==> src/rtl/core/ssfs_pkg.sv <==
// Shared types and constants for the sticky saturating frame summer.
`timescale 1ns / 1ps

package ssfs_pkg;

  // Configuration register indexes
  localparam logic [1:0] CFG_UNDERLOAD = 2'd0;
  localparam logic [1:0] CFG_OVERLOAD  = 2'd1;
  localparam logic [1:0] CFG_UNSIGNED  = 2'd2;

  // Item actions
  localparam logic ACT_ACCUM   = 1'b0;
  localparam logic ACT_READOUT = 1'b1;

  // Queue depths between the parts
  localparam int QUE_DEPTH = 4;
  localparam int RES_DEPTH = 4;
  localparam int RES_LVL_W = $clog2(RES_DEPTH + 1);

  // Sample limits for the sticky markers
  localparam int SAMPLE_UNDER_LIM = -32764;
  localparam int SAMPLE_OVER_LIM  = 32763;
  localparam logic [31:0] PREVIEW_MAX = 32'sd32767;
  localparam logic [31:0] PREVIEW_MIN = -32'sd32768;
  localparam logic [31:0] SUM_MAX = 32'h7FFF_FFFF;
  localparam logic [31:0] SUM_MIN = 32'h8000_0000;

  typedef struct packed {
    logic [31:0] underload_code;
    logic [31:0] overload_code;
    logic        unsigned_mode;
  } cfg_t;

  typedef struct packed {
    logic [31:0] sum_value;
    logic [15:0] preview_value;
  } res_t;

endpackage

==> src/rtl/core/ssfs_front.sv <==
// Front end: accept items, check the pixel address and queue the work.
`timescale 1ns / 1ps

module ssfs_front import ssfs_pkg::*; #(
  parameter int MODULES           = 2,
  parameter int PIXELS_PER_MODULE = 524288,
  parameter int AW                = 20
) (
  input  logic                clk,
  input  logic                rst_n,
  input  logic                busy,
  input  logic                in_push,
  output logic                in_full,
  input  logic                in_action,
  input  logic                in_module_req,
  input  logic [18:0]         in_pixel_index,
  input  logic [15:0]         in_sample,
  output logic                q_push,
  output logic [AW+17:0]      q_data,
  input  logic                q_full
);

  typedef struct packed {
    logic          is_read;
    logic          zero;
    logic [AW-1:0] addr;
    logic [15:0]   sample;
  } entry_t;

  localparam logic [31:0] PPM_W = 32'(PIXELS_PER_MODULE);
  localparam logic [31:0] MOD_W = 32'(MODULES);

  logic   f_valid_r;
  entry_t f_entry_r;
  entry_t cls;
  logic   addr_ok;
  logic   keep;

  // Classify the incoming item
  always_comb begin
    addr_ok     = (32'(in_module_req) < MOD_W) && ({13'd0, in_pixel_index} < PPM_W);
    cls.is_read = (in_action == ACT_READOUT);
    cls.zero    = !addr_ok;
    cls.addr    = AW'(in_pixel_index) + (in_module_req ? AW'(PIXELS_PER_MODULE) : '0);
    cls.sample  = in_sample;
    // An accumulate outside the store does nothing; drop it here
    keep        = addr_ok || cls.is_read;
  end

  assign in_full = busy || (f_valid_r && q_full);
  assign q_push  = f_valid_r && !q_full;
  assign q_data  = f_entry_r;

  // Hold the classified item until the queue takes it
  always_ff @(posedge clk) begin
    if (!rst_n) begin
      f_valid_r <= 1'b0;
    end else if (!in_full) begin
      f_valid_r <= in_push && keep;
    end
  end

  always_ff @(posedge clk) begin
    if (!in_full && in_push) begin
      f_entry_r <= cls;
    end
  end

endmodule

==> config.mk <==
export PLATFORM = sky130hd
export DESIGN_NAME = ssfs_front
export DESIGN_NICKNAME = d
export VERILOG_FILES = /design/src/rtl/core/ssfs_pkg.sv /design/src/rtl/core/ssfs_front.sv
export SDC_FILE = /design/constraint.sdc
export NUM_CORES = 1
export LEC_CHECK = 0
export BUFFER_PORTS_ARGS = -buffer_cell sky130_fd_sc_hd__buf_2
export CORE_ASPECT_RATIO = 1.1
export CORE_MARGIN = 2
export CORE_UTILIZATION = 36
export DETAILED_ROUTE_END_ITERATION = 7
export PLACE_DENSITY = 0.74
export SYNTH_ARGS = -nofsm -noshare
export SYNTH_HDL_FRONTEND = slang
export SYNTH_SLANG_ARGS = --single-unit
==> constraint.sdc <==
create_clock -name clk -period 3 [get_ports clk]
set_clock_uncertainty 0.05 [all_clocks]
set_input_delay 0.6 -clock clk [delete_from_list [all_inputs] [get_ports clk]]
set_output_delay 0.6 -clock clk [all_outputs]
set_load 0.005 [all_outputs]
==> summary.txt <==
Critical path
  – Crit path max-delay family: buffers and inverters
  – FF-to-FF path depth: 2
  – Crit end category: primary output
  – CP arrival: 1050 ps
  – CP most frequent cell: buf_2
  – Crit-path slowest cell: a21o_2
  – Startpoint types: input pin
  – RR Startpoint: f_valid_r
  – Reg2reg end: q_data[29]
  – Worst-path fanout max: 4
  – Buf+Inv Stages, Crit Path: 2
  – Worst-path cell chain: buf_2, a21o_2, buf_2
  – Critical path type: in -> out
  – Reg2Reg Setup Slack: 1690 ps
  – Crit-path max cell delay: 200 ps
  – WP data required: 2350 ps

Min path
  – Worst Hold Launch: in_sample[6]
  – Hold depth: 1
  – Hold path endpoint: q_data[6]
  – Worst hold path type: in -> reg

CTS
  – CTS Buf Count: 5
  – CTS root buf: clkbuf_4
  – CTS tree: built
  – Hold_buf cts: 0
  – H-tree Lvls: 2
  – Clock transition at path regs: 110 ps
  – Post-CTS sizing: 0
  – CTS Sinks: 38
  – CTS max path bufs: 2
  – Clock Latency Late Sink: 330 ps
  – Post-CTS Setup Bufs: 0

Layout
  – Antenna diode count: 0
  – Fin cells: 168
  – Share of cells above drive strength 1: 67.9%
  – Area Growth Syn to Fin: 47.8%
  – Most common cell after layout, fill and taps aside: buf_2
  – Final-stage net count: 175
  – Most frequent cells in the layout: buf_2 (80), edfxtp_1 (37), clkbuf_4 (5)

Route
  – Detailed Route WL: 2.19 mm
  – Vias after detailed routing: 751
  – Post-route ant nets: 0
  – DRC viols: 2
  – Via density: 4.47
  – Wire per inst: 13.0 um
  – Initial drt markers: 31
  – First-pass DRT Iterations: 8

Synthesis
  – Syn. warnings: 0
  – Yosys reg bits: 38
  – Synth top area share: 94.0%
  – Post-synthesis net count: 88
  – Yosys top cell by area: edfxtp_1
  – Mapped Cells: 46
  – Mapped Area: 0.00118 sq mm
  – Avg Synthesized Cell Area: 25.7 sq um
  – Register area share after synthesis: 95.7%
  – Largest cells by area after synthesis: edfxtp_1 (94%), dfxtp_1 (1.7%), a21o_2 (0.74%)
  – Post-synth cell types: 10

Die
  – Die ar.: 0.00376 sq mm
  – Site row count: 21
  – # IOs: 82
  – Starting density of the core: 38.1%
  – Die Y: 64.1 um
  – Die Span X: 58.6 um
  – CORE AREA: 0.00310 sq mm

Power and ir drop
  – Maximum vdd drop: 0.344 mV
  – Switching Fraction: 17.2%
  – Power density over cell area: 641 mW/mm^2
  – Clk pwr share: 39.2%
  – Sw Pwr: 0.193 mW
  – Reg power frac: 54.9%
  – Pint: 0.927 mW
  – Combinational power share: 5.9%
  – Lkg Pwr: 0.758 nW

Placement
  – # placed instances: 160
  – Dpl ws: 1150 ps
  – Gpl congestion: 0.653
  – Port Buffers: 80

Timing
  – Sum Neg Setup Slack: 0 ps
  – RSZ-0062 raised after global routing: false
  – Peak Freq: 587 MHz
  – Max Slew Vio Count: 0
  – Setup-failing EPs final: 0
  – Final Critical Period: 1700 ps
  – Hold Vio Cnt, Final: 0
  – Post-route setup slack: 1300 ps
  – Fin crit share: 56.8%

GRT
  – Gr usage total: 12.5%
  – Largest net degree at the start of global routing: 38
  – First-pass GRT wire length: 3.35 mm
  – Vias in the first global route: 762
  – Total gr overflow: 0
  – Antenna violations before repair: 0

Job
  – Max Cap Violations: 0

Run status
  – Status: finished, violations left
  – Failing checks: design-rule violations
==> logic make-up (layout without fill, tap and decap cells) <==
| kind of cell | after synthesis | in the layout | share of synthesized area [%] |
|---|---|---|---|
| flip-flops | 38 | 38 | 95.7 |
| AO/OA/AOI/OAI | 4 | 4 | 2.22 |
| AND/OR/NAND/NOR | 2 | 2 | 1.16 |
| other | 1 | 1 | 0.317 |
| buffers and inverters | 1 | 89 | 0.635 |
==> through the flow <==
step / hold slack, ps / utilization, % / cell area, sq um / total power, mW
after floorplan: 442 / - / 1190 / 0.644
after global placement: 477 / 52.8 / 1640 / 0.692
after detailed placement: 501 / 52.8 / 1640 / 0.695
after CTS: 368 / 56.4 / 1750 / 1.13
after global routing: 352 / 56.4 / 1750 / 1.16
final: 387 / 56.4 / 1750 / 1.12
==> state kept, by name (all words and copies together), names as in the netlist <==
register and flops:
f_valid_r 1, q_data 37
==> worst register-to-register path: cells and delay by family (launching register included) <==
kind	cells	cell delay (ps)
compound gates	1	120
buf+inv	1	410
flops	1	370
==> how the worst max path moves through the flow <==
| stage | end | from | depth (start not counted) | slack, ps |
|---|---|---|---|---|
| finish | in_full | q_full | 3 | 1300 |
| global route | q_push | f_valid_r | 2 | 1250 |
| CTS | in_full | q_full | 3 | 1300 |
| detailed placement | q_data[2] | busy | 4 | 1150 |
| global placement | q_data[30] | busy | 4 | 1190 |
| floorplan | q_data[0] | busy | 2 | 760 |
==> layer usage <==
layer	vias up	GRT usage [%]	routed length (um)
met3	6	9.31	381
met5	-	0	0
met1	334	12.9	740
met4	0	5.97	43
met2	60	18.8	1020
li1	351	-	-
==> synth_stat cells (all sizes together) <==
master	number
edfxtp	37
a21boi	1
a21o	1
a21oi	1
and2b	1
buf	1
conb	1
dfxtp	1
nand2b	1
o21ai	1
==> power by group through the flow <==
stage               Sequential [mW]  Clock, mW  Combinational [mW]
detailed placement            0.627          0              0.0675
floorplan                     0.631          0              0.0124
global placement              0.627          0              0.0653
global route                  0.618      0.472              0.0735
finish                        0.615      0.439              0.0662
CTS                           0.615      0.450              0.0675
==> area by class of cell <==
class	count	area (sq um)
fill	251	1350
clock buffer	6	51.3
timing repair buffer	81	408
tap	34	42.5
multi-input combinational	7	55.1
sequential	38	1130
clock inverter	2	60.1
(Power assumes the default switching activity.)
