### config.mk
export PLATFORM = sky130hd
export DESIGN_NAME = ssfs_fifo
export DESIGN_NICKNAME = d
export VERILOG_FILES = /design/src/rtl/core/ssfs_fifo.sv
export SDC_FILE = /design/constraint.sdc
export NUM_CORES = 1
export LEC_CHECK = 0
export ABC_AREA = 1
export BUFFER_PORTS_ARGS = -buffer_cell sky130_fd_sc_hd__clkbuf_2
export CORE_MARGIN = 2
export CORE_UTILIZATION = 35
export CTS_BUF_LIST = sky130_fd_sc_hd__clkbuf_16
export CTS_CLUSTER_SIZE = 10
export DETAILED_ROUTE_END_ITERATION = 12
export SETUP_SLACK_MARGIN = 0.15
export SYNTH_ARGS = -nofsm -noshare
export SYNTH_HDL_FRONTEND = slang
export SYNTH_SLANG_ARGS = --single-unit
### constraint.sdc
create_clock -name clk -period 1.4 [get_ports clk]
set_input_delay 0.07 -clock clk [delete_from_list [all_inputs] [get_ports clk]]
set_output_delay 0.07 -clock clk [all_outputs]
set_load 0.05 [all_outputs]
### src/rtl/core/ssfs_fifo.sv
// Small register queue used between the front, the back and the result port.
`timescale 1ns / 1ps

module ssfs_fifo #(
  parameter int WIDTH = 8,
  parameter int DEPTH = 4
) (
  input  logic                         clk,
  input  logic                         rst_n,
  input  logic                         push,
  input  logic [WIDTH-1:0]             wr_data,
  input  logic                         pop,
  output logic [WIDTH-1:0]             rd_data,
  output logic                         full,
  output logic                         empty,
  output logic [$clog2(DEPTH+1)-1:0]   level
);

  localparam int PW = (DEPTH > 1) ? $clog2(DEPTH) : 1;
  localparam int LW = $clog2(DEPTH + 1);

  logic [WIDTH-1:0] slot_r [DEPTH];
  logic [PW-1:0]    wr_ptr_r, wr_ptr_nxt;
  logic [PW-1:0]    rd_ptr_r, rd_ptr_nxt;
  logic [LW-1:0]    cnt_r, cnt_nxt;

  assign full    = (cnt_r == LW'(DEPTH));
  assign empty   = (cnt_r == '0);
  assign level   = cnt_r;
  assign rd_data = slot_r[rd_ptr_r];

  // Advance pointers and fill level
  always_comb begin
    wr_ptr_nxt = wr_ptr_r;
    rd_ptr_nxt = rd_ptr_r;
    cnt_nxt    = cnt_r;
    if (push) begin
      wr_ptr_nxt = (wr_ptr_r == PW'(DEPTH - 1)) ? '0 : wr_ptr_r + 1'b1;
    end
    if (pop) begin
      rd_ptr_nxt = (rd_ptr_r == PW'(DEPTH - 1)) ? '0 : rd_ptr_r + 1'b1;
    end
    if (push && !pop) begin
      cnt_nxt = cnt_r + 1'b1;
    end else if (pop && !push) begin
      cnt_nxt = cnt_r - 1'b1;
    end
  end

  always_ff @(posedge clk) begin
    if (!rst_n) begin
      wr_ptr_r <= '0;
      rd_ptr_r <= '0;
      cnt_r    <= '0;
    end else begin
      wr_ptr_r <= wr_ptr_nxt;
      rd_ptr_r <= rd_ptr_nxt;
      cnt_r    <= cnt_nxt;
    end
  end

  // Store the pushed item
  always_ff @(posedge clk) begin
    if (push) begin
      slot_r[wr_ptr_r] <= wr_data;
    end
  end

endmodule

==> results of run 1 <==
-- cell families (layout without fill, tap and decap cells) --
kind of cell | after synthesis | after routing | share of synthesized area [%]
XOR/XNOR | 1 | 1 | 0.530
flip-flops | 41 | 41 | 69.1
AO/OA/AOI/OAI | 30 | 30 | 10.2
adder cells (fa/ha/maj) | 7 | 7 | 5.76
buffers and inverters | 18 | 54 | 5.00
AND/OR/NAND/NOR | 38 | 38 | 9.47
-- layout by cell type, fill, tap and decap left out, types with 6 or more instances in the layout --
| master | netlist | routed |
|---|---|---|
| buf_8 | 0 | 9 |
| clkbuf_2 | 0 | 15 |
| edfxtp_1 | 32 | 32 |
| ha_1 | 6 | 6 |
| inv_1 | 15 | 12 |
| nor2_1 | 22 | 22 |
| o21ai_0 | 15 | 7 |
| o21ai_2 | 2 | 6 |
| o22ai_2 | 0 | 8 |
-- what timing repair did --
item,CTS,global route
gates resized for setup,41,20
endpoints found under the setup margin,17,40
gates cloned,0,0
pin swaps,6,4
-- power by group through the flow --
stage          logic, W  clock network, W  registers (W)
2_1_floorplan  0.000371                 0        0.00150
3_3_place_gp   0.000560                 0        0.00146
3_5_place_dp   0.000571                 0        0.00146
4_1_cts        0.000647           0.00147        0.00144
5_1_grt        0.000737           0.00152        0.00145
6_report       0.000684           0.00145        0.00144
-- worst max-delay path: cells and delay by family, from the launching register on --
family	cells	cell delay (ps)
flip-flops	1	380
AO/OA/AOI/OAI	2	270
buffers and inverters	2	310
-- metal layers --
metal	part of all wire (%)	wire length, um
met5	0	0
met4	0.38	12
met3	3.3	105
met2	53	1670
met1	44	1380
-- registers in the layout, summed over array words and instances, names as in the netlist, named ones only --
name,flops
level,3
rd_ptr_r,2
slot_r,32
wr_ptr_r,2
-- stage by stage --
| stage | setup slack [ps] | hold WS [ps] |
|---|---|---|
| finish | 97.9 | 7.68 |
| global route | 51.1 | 6.90 |
| floorplan | 69.7 | 169 |
| detailed placement | 73.7 | 296 |
| global placement | 122 | 290 |
| CTS | 74.3 | 3.44 |
-- cell type report --
class / instances / area, um^2
clock buffer: 5 / 125
clock inverter: 3 / 65.1
fill: 375 / 2140
inverter: 16 / 71.3
multi-input combinational: 76 / 536
sequential: 41 / 1160
tap: 52 / 65.1
timing repair buffer: 30 / 288
-- final timing paths --
check            endpoint  slack [ps]  depth (start not counted)
max reg2reg  slot_r[1][4]         210                          4
max            rd_data[0]         100                          4
min          slot_r[3][1]           8                          1
min reg2reg   wr_ptr_r[1]         520                          2
==> results.md, run 1 <==
- The run finished with clean final reports.
- The arrival time at the worst endpoint is 1230 ps.
- The per-cell routed wire length is 14.2 um.
- The share of the core filled with cells in the final layout is 51.9%.
- Setup violations remaining at the end of the flow were counted as 0.
- Synthesis produced a netlist with a net count of 154.
- The DRC violation count after routing is 0.
- Summed over all layers, the routed wires come to 3.17 mm.
- The clock network latency to the later pin of the worst-skew pair is 280 ps.
- The total placed cells including tap cells is 215.
- The power per cell area is 1550 mW/mm^2.
- The signal on the critical path passes through buf_6 > o21ai_1 > o22ai_2 > buf_8.
- The placed instances occupy a cell area of 0.00196 mm^2.
- During synthesis, Yosys emitted a total of 0 warnings.
- The number of synthesized flops with an enable pin is 32.
- The ratio of routed vias to standard cells is 4.91.
- The cell-internal power is 0.00265 W.
- The kind of end point of the critical path is a primary output.
- The first-pass GRT wire length is 5.20 mm.
- The clock drives 41 sinks.
- For met2 alone, demand over resource in global routing was 22.7%.
- The area enclosed by the die boundary is 0.00528 mm^2.
- The cell area that synthesis handed to floorplanning was 0.00165 mm^2.
- Global routing consumed, over all layers together, 13.4% of the routing resources.
- A synthesized cell averages 12.2 um^2.
- The global placer's final weighted congestion is 0.783.
- The worst hold path begins at wr_data[1].
- Setup repair after global routing could not meet its margin everywhere.
- The initial core utilization is 37.2%.
- At the pin with the least slew margin, the transition time is 280 ps.
- The number of setup buffers added after CTS is 0.
- TritonCTS built the clock tree.
- The busiest metal layer after global routing is met2.
- For this run, the leading register cell type out of synthesis is edfxtp_1.
- The clock share of power is 40.6%.
- The number of I/O pins is 25.
- The number of global-route vias before repair is 1149.
- The switching power of the nets is 0.000922 W.
- Entering global routing, the biggest net connects 17 pins.
- The final global-route overflow total is 0.
- 0 antenna diodes ended up in the layout.
- The number of antenna violations at the first check in global routing is 0.
- The area of all placed cells without fillers is 0.00231 mm^2.
- For this run, the detailed router's first-pass iteration total came to 4.
- The worst reg2reg path startpoint is wr_ptr_r[1].
- The fraction of power consumed by combinational cells is 19.1%.
- The number of hold-slack violations in the final timing report was 0.
- The number of vias in the routed layout is 1095.
- The smallest clock period supported by the final layout is computed as 1300 ps.
- The post-route clock period utilization is 93.0%.
- Measured along the x axis, the die boundary spans 72.7 um.
- In the final design database the tool counted 189 nets.
- Setup total negative slack on the finished layout was measured at 0 ps.
- Clock skew on the completed layout was measured at 6.29 ps.
- The number of synthesized register bits is 41.
- The leakage power is 0.916 nW.
- The total power of the final layout is 0.00358 W.
- The share of the synthesized area in the top cell type is 58.2%.
- The number of input and output port buffers inserted is 24.
- In this run the worst hold path is classified as primary input to flop.
- The nature of the critical path startpoint is a flop.
- The number of nets still failing antenna checks after routing is 0.
- The H-tree was split into 2 levels.
- The final non-filler cell total is 223.
- For this block, the initial DRC count from the detailed router was 84.
- The sequential element share of the synthesized area is 69.1%.
- Counting distinct cell types in the post-synthesis netlist gives 19.
- The initialized floorplan defines 24 standard-cell rows.
- The largest incremental delay on the critical path is 380 ps.
- Global routing consumed, on the met3 layer, 5.25% of the routing resources.
- The synthesized instance count is 135.
- After synthesis, the share of flip-flops with an asynchronous set or reset is 0%.
- The data required time of the worst path is 1330 ps.
- In the synthesized netlist, the cells that appear most often are 32 x edfxtp_1, 22 x nor2_1, 15 x inv_1, 15 x o21ai_0, 9 x dfxtp_1.
- The tool flagged a number of max-cap violations equal to 0.
- In the post-synthesis netlist, the biggest area contributors are edfxtp_1 58%, dfxtp_1 11%, nor2_1 5.0%, ha_1 4.5%, o21ai_0 4.5%.
- Of the cells placed in the final design, the portion with a size suffix greater than 1 is 42.1%.
- Headroom to the max-slew limit came out at 81.4%.
- The number of buffers inserted during clock tree synthesis is 5.
- The library cell used as clock root buffer is clkbuf_16.
- The critical path is of the flop to primary output type.
- The number of max-slew violations in the final report came to 0.
- The slowest cell on the critical path is dfxtp_4.
- The highest achievable clock rate is 768 MHz.
- For met1 alone, demand over resource in global routing was 15.7%.
- The detailed-placement wirelength estimate is 2.20 mm.
- The switching portion of total power is 25.8%.
- The area of the placeable core is 0.00444 mm^2.
- By instance count, the leading cell after synthesis is edfxtp_1.
- IR analysis of the VDD net gives a maximum drop of 0.873 mV.
- The maximum buffer depth of the clock tree is 2.
- The synthesized design spends more area on one cell type than any other, namely edfxtp_1.
- Compared with the post-synthesis result, the final layout area differs by 39.8%.
- Per report_power, the sequential group accounts for 40.3% of the total.
- Clock-pin slew was measured on the worst setup and hold paths at 60 ps.
- The height of the chip is 72.7 um.
- In this run the worst path has a maximum fanout of 8.
- For this design, the CTS-stage hold fixing added 0 buffers.
(Power assumes the default switching activity.)
==> run 2: changes to the inputs <==
==> constraint.sdc (replaced) <==
create_clock -name clk -period 1.48 [get_ports clk]
set_input_delay 0.074 -clock clk [delete_from_list [all_inputs] [get_ports clk]]
set_output_delay 0.074 -clock clk [all_outputs]
set_load 0.05 [all_outputs]
==> run 2 against run 1 <==
Global-route usage shrank 0.10 points. Clock power shrank 6%. Sequential power shrank 6%. Highest routed layer unchanged. Die area is the same. Critical endpoint is now rd_data[3]. Clock skew shrank 1.5 ps.
==> results.md, run 2 (synthesized netlist as in run 1, its figures left out) <==
- The flip-flop count of the largest register, all copies and words added is 32 (unchanged).
- The worst relative slew slack came to 81.5% (was 81.4%).
- The class of the worst hold path is primary input to flop (unchanged).
- The number of vias in the routed layout is 1087 (was 1095).
- The area enclosed by the die boundary was 0.00528 mm^2 (unchanged).
- The maximum number of pins on one net before global-route repair is 17 (unchanged).
- The library cell used as clock root buffer is clkbuf_16 (unchanged).
- The number of DRC markers after the initial detailed-route iteration is 41 (was 84).
- The area after detailed placement is 0.00191 mm^2 (was 0.00196 mm^2).
- The total detailed-routing wirelength is 3.22 mm (was 3.17 mm).
- The number of sinks handled by clock tree synthesis is 41 (unchanged).
- The number of nets still failing antenna checks after routing was 0 (unchanged).
- Status: finished, final reports clean (unchanged).
- The kind of critical path is flop to primary output (unchanged).
- The number of max-slew violations in the final report is 0 (unchanged).
- The sequential standard cell area is 0.00116 mm^2 (about the same).
- The diode insertion count for antenna repair is 0 (unchanged).
- The number of fill cells in the layout came to 418 (was 375).
- The total number of nets in the final design is 187 (was 189).
- The number of buffers inserted during clock tree synthesis is 5 (unchanged).
- The number of H-tree levels came to 2 (unchanged).
- The initial core utilization was 37.2% (unchanged).
- The width of the chip is 72.7 um (unchanged).
- The number of antenna violations at the first check in global routing was 0 (unchanged).
- The area used by multi-input combinational logic is 505 um^2 (was 536 um^2).
- The register ranked first by flip-flop count is slot_r (unchanged).
- The kind of end point of the critical path is a primary output (unchanged).
- The number of hold-slack violations in the final timing report is 0 (unchanged).
- The number of endpoints failing setup at the final stage is 0 (unchanged).
- The setup total negative slack came to 0 ps (unchanged).
- The routed length on met1 was 1.47 mm (was 1.38 mm).
- The clock transition time at the flip-flop clock pins of the worst setup and hold paths is 60 ps (about the same).
- The global-route total usage across every layer is 13.3% (was 13.4%).
- The number of I/O pins came to 25 (unchanged).
- Ordered cell list for the critical path: buf_4 > o21ai_1 > o22ai_2 > buf_8 (was buf_6 > o21ai_1 > o22ai_2 > buf_8).
- Top library cells by usage in the layout, fill and taps aside: 32 x edfxtp_1, 22 x nor2_1, 16 x clkbuf_2 (was 32 x edfxtp_1, 22 x nor2_1, 15 x clkbuf_2).
- The arrival time at the worst endpoint is 1250 ps (was 1230 ps).
- The CTS tree was built (unchanged).
- The number of rows in the core area was 24 (unchanged).
- The number of violations of the max-capacitance limit was 0 (unchanged).
- The clock network latency to the later pin of the worst-skew pair is 280 ps (about the same).
- The power per cell area is 1500 mW/mm^2 (was 1550 mW/mm^2).
- The detailed-placement wirelength estimate came to 2.25 mm (was 2.20 mm).
- The most common cell after layout, fill and taps aside is edfxtp_1 (unchanged).
- The worst-path maximum fanout is 6 (was 8).
- The total iterations of the first detailed-routing run is 4 (unchanged).
- The amount of wire on met2 after detailed routing was 1.56 mm (was 1.67 mm).
- The height of the chip came to 72.7 um (unchanged).
- The slowest cell on the critical path is dfxtp_4 (unchanged).
- Subtracting the final worst setup slack from the clock period gives 1330 ps.
- The largest incremental delay on the critical path is 380 ps (about the same).
- The total placed cells including tap cells is 213 (was 215).
- The nature of the critical path startpoint was a flop (unchanged).
- The met3 routed wirelength was 151 um (was 105 um).
- The leakage power came to 0.872 nW (was 0.916 nW).
- The first-pass GRT wire length was 5.15 mm (was 5.20 mm).
- The area of all placed cells without fillers is 0.00222 mm^2 (was 0.00231 mm^2).
- The ratio of routed vias to standard cells came to 4.92 (was 4.91).
- The share of cells above drive strength 1 is 39.1% (was 42.1%).
- Of the available clock period, the critical path in the final layout requires 89.7%.
- The number of input and output port buffers inserted was 24 (unchanged).
- The relative area change from synthesis to final layout is 34.5% (was 39.8%).
- The DRC violation count after routing was 0 (unchanged).
- The area of the placeable core is 0.00444 mm^2 (unchanged).
- The per-cell routed wire length came to 14.6 um (was 14.2 um).
- The data required time of the worst path was 1410 ps (was 1330 ps).
- The maximum buffer depth of the clock tree is 2 (unchanged).
- The slew at the pin closest to its max-slew limit is 279 ps (was 280 ps).
- The worst path buffer plus inverter count is 2 (unchanged).
- The global placer's final weighted congestion is 0.735 (was 0.783).
- The final non-filler cell total came to 221 (was 223).
- Setup repair after global routing missed its margin: true (unchanged).
- The highest achievable clock rate is 753 MHz.
- The final global-route overflow total was 0 (unchanged).
- The kind of cell adding the most delay to the critical path was flip-flops (unchanged).
- The largest clock skew in the final design is 4.80 ps (was 6.29 ps).
- The number of global-route vias before repair is 1108 (was 1149).
- The maximum vdd drop is 0.890 mV (was 0.873 mV).
- The uppermost signal routing layer after detailed routing is met4 (unchanged).
-- run 2: changes by cell type in the layout (fill, tap and decap cells not counted), sizes merged --
| cell | previous run | this run |
|---|---|---|
| clkinvlp | 1 | 3 |
| inv | 15 | 13 |
| clkbuf | 21 | 23 |
| buf | 14 | 10 |
-- run 2: final cells by class --
type	instances	area share, %
clock buffer	5	5.63
tap	52	2.93
inverter	16	3.55
sequential	41	52.1
multi-input combinational	76	22.8
clock inverter	3	2.93
timing repair buffer	28	10.1
-- run 2: worst paths after layout --
check / from / endpoint / slack (ps) / depth (start not counted)
setup / recovery: flop / rd_data[3] / 150 / 4
hold / removal: wr_data[4] / slot_r[1][4] / 10 / 1
setup reg to reg: wr_ptr_r[0] / slot_r[2][0] / 240 / 4
hold reg to reg: wr_ptr_r[1] / wr_ptr_r[1] / 520 / 2
-- run 2: through the flow --
| step | setup WS (ps) | utilization [%] | hold slack, ps | power (W) |
|---|---|---|---|---|
| 2_1_floorplan | -13.8 | - | 173 | 0.00176 |
| 3_3_place_gp | 190 | 42.9 | 294 | 0.00188 |
| 3_5_place_dp | 107 | 42.9 | 298 | 0.00190 |
| 4_1_cts | 131 | 49.1 | 12.6 | 0.00333 |
| 5_1_grt | 106 | 50.0 | 10.3 | 0.00346 |
| 6_report | 152 | 50.0 | 14.0 | 0.00333 |
-- run 2: report_power, final --
part	leakage (nW)	internal (W)	switching [W]
clock network	0.0938	0.000962	0.000404
registers	0.371	0.00131	0.0000493
logic	0.406	0.000208	0.000398
total	0.872	0.00248	0.000851
-- run 2: per-layer routing --
layer | GRT usage, % | up-vias
met5 | 0 | -
met4 | 4.32 | 0
met3 | 4.28 | 6
met2 | 22.5 | 27
met1 | 16.2 | 512
li1 | - | 542
-- run 2: what timing repair did --
| item | CTS | global route |
|---|---|---|
| hold buffers | 0 | 0 |
| pin swaps | 0 | 2 |
| buffers inserted | 0 | 0 |
| gates cloned | 0 | 0 |
| endpoints found under the setup margin | 8 | 33 |
| gates resized for setup | 31 | 19 |
==> run 3: changes to the inputs <==
--- a/config.mk
+++ b/config.mk
@@ -8,7 +8,7 @@
 export ABC_AREA = 1
 export BUFFER_PORTS_ARGS = -buffer_cell sky130_fd_sc_hd__clkbuf_2
 export CORE_MARGIN = 2
-export CORE_UTILIZATION = 35
+export CORE_UTILIZATION = 40
 export CTS_BUF_LIST = sky130_fd_sc_hd__clkbuf_16
 export CTS_CLUSTER_SIZE = 10
 export DETAILED_ROUTE_END_ITERATION = 12
==> run 3 against run 2 <==
Total power is 6.4% lower. Hold slack improved by 1.3 ps. Sequential cell count is the same. Clock skew shrank 1.3 ps. Setup slack better by 10 ps. Combinational power is 1% lower. Largest power group is now registers. First-iteration DRC count rose by 44%.
==> results.md, run 3 (synthesized netlist as in run 1, its figures left out) <==
- The worst relative slew slack is 77.7% (was 81.5%).
- Setup repair after global routing missed its margin: true (unchanged).
- The flip-flop count of the largest register, all copies and words added is 32 (unchanged).
- The total iterations of the first detailed-routing run was 4 (unchanged).
- The per-cell routed wire length is 13.9 um (was 14.6 um).
- The class of the worst hold path is primary input to flop (unchanged).
- The width of the chip is 68.3 um (was 72.7 um).
- The cell-internal power is 0.00230 W (was 0.00248 W).
- The slew at the pin closest to its max-slew limit is 333 ps (was 279 ps).
- Status: finished, final reports clean (unchanged).
- The number of sinks handled by clock tree synthesis is 41 (unchanged).
- The number of max-slew violations in the final report is 0 (unchanged).
- The maximum vdd drop is 0.738 mV (was 0.890 mV).
- The minimum setup slack after placement is 139 ps (was 107 ps).
- The CTS tree was built (unchanged).
- The final setup slack of the worst path is 163 ps (was 152 ps).
- The number of vias in the routed layout is 1060 (was 1087).
- The switching power of the nets is 0.000820 W (was 0.000851 W).
- The arrival time at the worst endpoint is 1240 ps (was 1250 ps).
- The largest clock skew in the final design is 3.50 ps (was 4.80 ps).
- The clock network latency to the later pin of the worst-skew pair is 280 ps (about the same).
- The kind of critical path is flop to primary output (unchanged).
- The number of global-route vias before repair is 1008 (was 1108).
- The number of nets still failing antenna checks after routing was 0 (unchanged).
- The number of antenna violations at the first check in global routing is 0 (unchanged).
- The sequential cell fraction of total power came to 43.6% (was 40.8%).
- The slowest cell on the critical path is dfxtp_4 (unchanged).
- The library cell used as clock root buffer is clkbuf_16 (unchanged).
- The ratio of routed vias to standard cells is 4.86 (was 4.92).
- The share of cells above drive strength 1 was 35.1% (was 39.1%).
- The area enclosed by the die boundary is 0.00466 mm^2 (was 0.00528 mm^2).
- The register ranked first by flip-flop count is slot_r (unchanged).
- The share of the core filled with cells in the final layout is 54.5% (was 50.0%).
- The global-route total usage across every layer came to 14.8% (was 13.3%).
- The largest incremental delay on the critical path was 380 ps (about the same).
- The kind of end point of the critical path is a primary output (unchanged).
- The highest achievable clock rate came to 759 MHz (was 753 MHz).
- The switching portion of total power is 26.3% (was 25.6%).
- The number of buffers inserted during clock tree synthesis came to 5 (unchanged).
- The global placer's final weighted congestion is 0.707 (was 0.735).
- The maximum number of pins on one net before global-route repair is 17 (unchanged).
- The detailed-placement wirelength estimate is 2.17 mm (was 2.25 mm).
- The shortest clock period the worst path allows after layout was 1320 ps (was 1330 ps).
- The total detailed-routing wirelength is 3.03 mm (was 3.22 mm).
- The worst-path maximum fanout is 7 (was 6).
- The number of H-tree levels is 2 (unchanged).
- The number of input and output port buffers inserted is 24 (unchanged).
- Top library cells by usage in the layout, fill and taps aside: 32 x edfxtp_1, 22 x nor2_1, 16 x clkbuf_2 (unchanged).
- The number of DRC markers after the initial detailed-route iteration is 59 (was 41).
- The number of rows in the core area is 23 (was 24).
- The clock transition time at the flip-flop clock pins of the worst setup and hold paths is 60 ps (about the same).
- The total power of the final layout was 0.00312 W (was 0.00333 W).
- The number of endpoints failing setup at the final stage came to 0 (unchanged).
- Ordered cell list for the critical path: buf_6 > o21ai_1 > o22ai_2 > clkbuf_8 (was buf_4 > o21ai_1 > o22ai_2 > buf_8).
- The initial core utilization is 41.3% (was 37.2%).
- The clock share of power is 37.3% (was 41.0%).
- The number of I/O pins was 25 (unchanged).
- The total placed cells including tap cells is 210 (was 213).
- The leakage power was 0.866 nW (was 0.872 nW).
- The DRC violation count after routing is 0 (unchanged).
- The relative area change from synthesis to final layout is 32.0% (was 34.5%).
- The first-pass GRT wire length came to 4.69 mm (was 5.15 mm).
- The number of violations of the max-capacitance limit came to 0 (unchanged).
- The total number of nets in the final design was 186 (was 187).
- The total setup buffers inserted after CTS is 0 (unchanged).
- The maximum buffer depth of the clock tree is 2 (unchanged).
- The power per cell area is 1430 mW/mm^2 (was 1500 mW/mm^2).
- The final non-filler cell total is 218 (was 221).
- The post-route clock period utilization came to 89.0% (was 89.7%).
- The height of the chip is 68.3 um (was 72.7 um).
- The fraction of power consumed by combinational cells is 19.1% (was 18.2%).
- The most common cell after layout, fill and taps aside is edfxtp_1 (unchanged).
- The diode insertion count for antenna repair came to 0 (unchanged).
- The number of hold-slack violations in the final timing report is 0 (unchanged).
- The area of the placeable core is 0.00400 mm^2 (was 0.00444 mm^2).
- The final global-route overflow total was 0 (unchanged).
- The nature of the critical path startpoint is a flop (unchanged).
- The data required time of the worst path is 1410 ps (about the same).
- The worst hold margin is 15.2 ps (was 14.0 ps).
==> run 3: cell types whose count changed in the layout (fill, tap and decap cells not counted), sizes merged <==
cell	previous run	this run
inv	13	15
clkbuf	23	24
buf	10	8
clkinvlp	3	2
bufinv	2	1
==> run 3: area by class of cell <==
cell class	instances	area [um^2]
fillers	340	1820
flip-flops and latches	41	1160
multi-input cells	76	499
repair buffers	27	226
clock buffers	5	125
inverters	16	72.6
well taps	50	62.6
clock inverters	3	37.5
==> run 3: final timing paths <==
path,from,end,slack (ps),depth (start not counted)
worst max-delay path,flop,rd_data[7],160,4
worst min-delay path,wr_data[5],slot_r[2][5],20,1
worst max register to register,level[0],level[2],230,7
worst min register to register,wr_ptr_r[1],wr_ptr_r[1],540,2
==> run 3: timing repair <==
item | 4_1_cts | 5_1_grt
hold buffers | 0 | 0
endpoints found under the setup margin | 8 | 33
pin swaps | 0 | 6
resized for setup | 29 | 17
endpoints found under the hold margin | 0 | 0
==> run 3: power by group through the flow <==
stage	logic, W	registers (W)	clock network (W)
after floorplan	0.000348	0.00141	0
after detailed placement	0.000519	0.00138	0
after global placement	0.000509	0.00137	0
after CTS	0.000579	0.00136	0.00119
after global routing	0.000638	0.00137	0.00125
final	0.000596	0.00136	0.00116
==> run 3: metal layers <==
metal  part of all wire [%]  vias to the layer above  global-route usage [%]
met5                      0                        -                       0
met1                     43                      504                    18.0
li1                       -                      537                       -
met4                   0.53                        0                    5.25
met3                    4.2                        2                    5.43
met2                     52                       17                    24.0
==> run 3: through the flow <==
stage | instance area [um^2] | setup TNS, ps
after floorplan | 1710 | -13.8
after global placement | 1900 | 0
after detailed placement | 1900 | 0
after CTS | 2150 | 0
after global routing | 2180 | 0
final | 2180 | 0
==> run 3: critical path: cells and delay by family, from the launching register on <==
kind	cells	cell delay [ps]
flip-flops	1	380
buffers and inverters	2	350
AO/OA/AOI/OAI	2	240
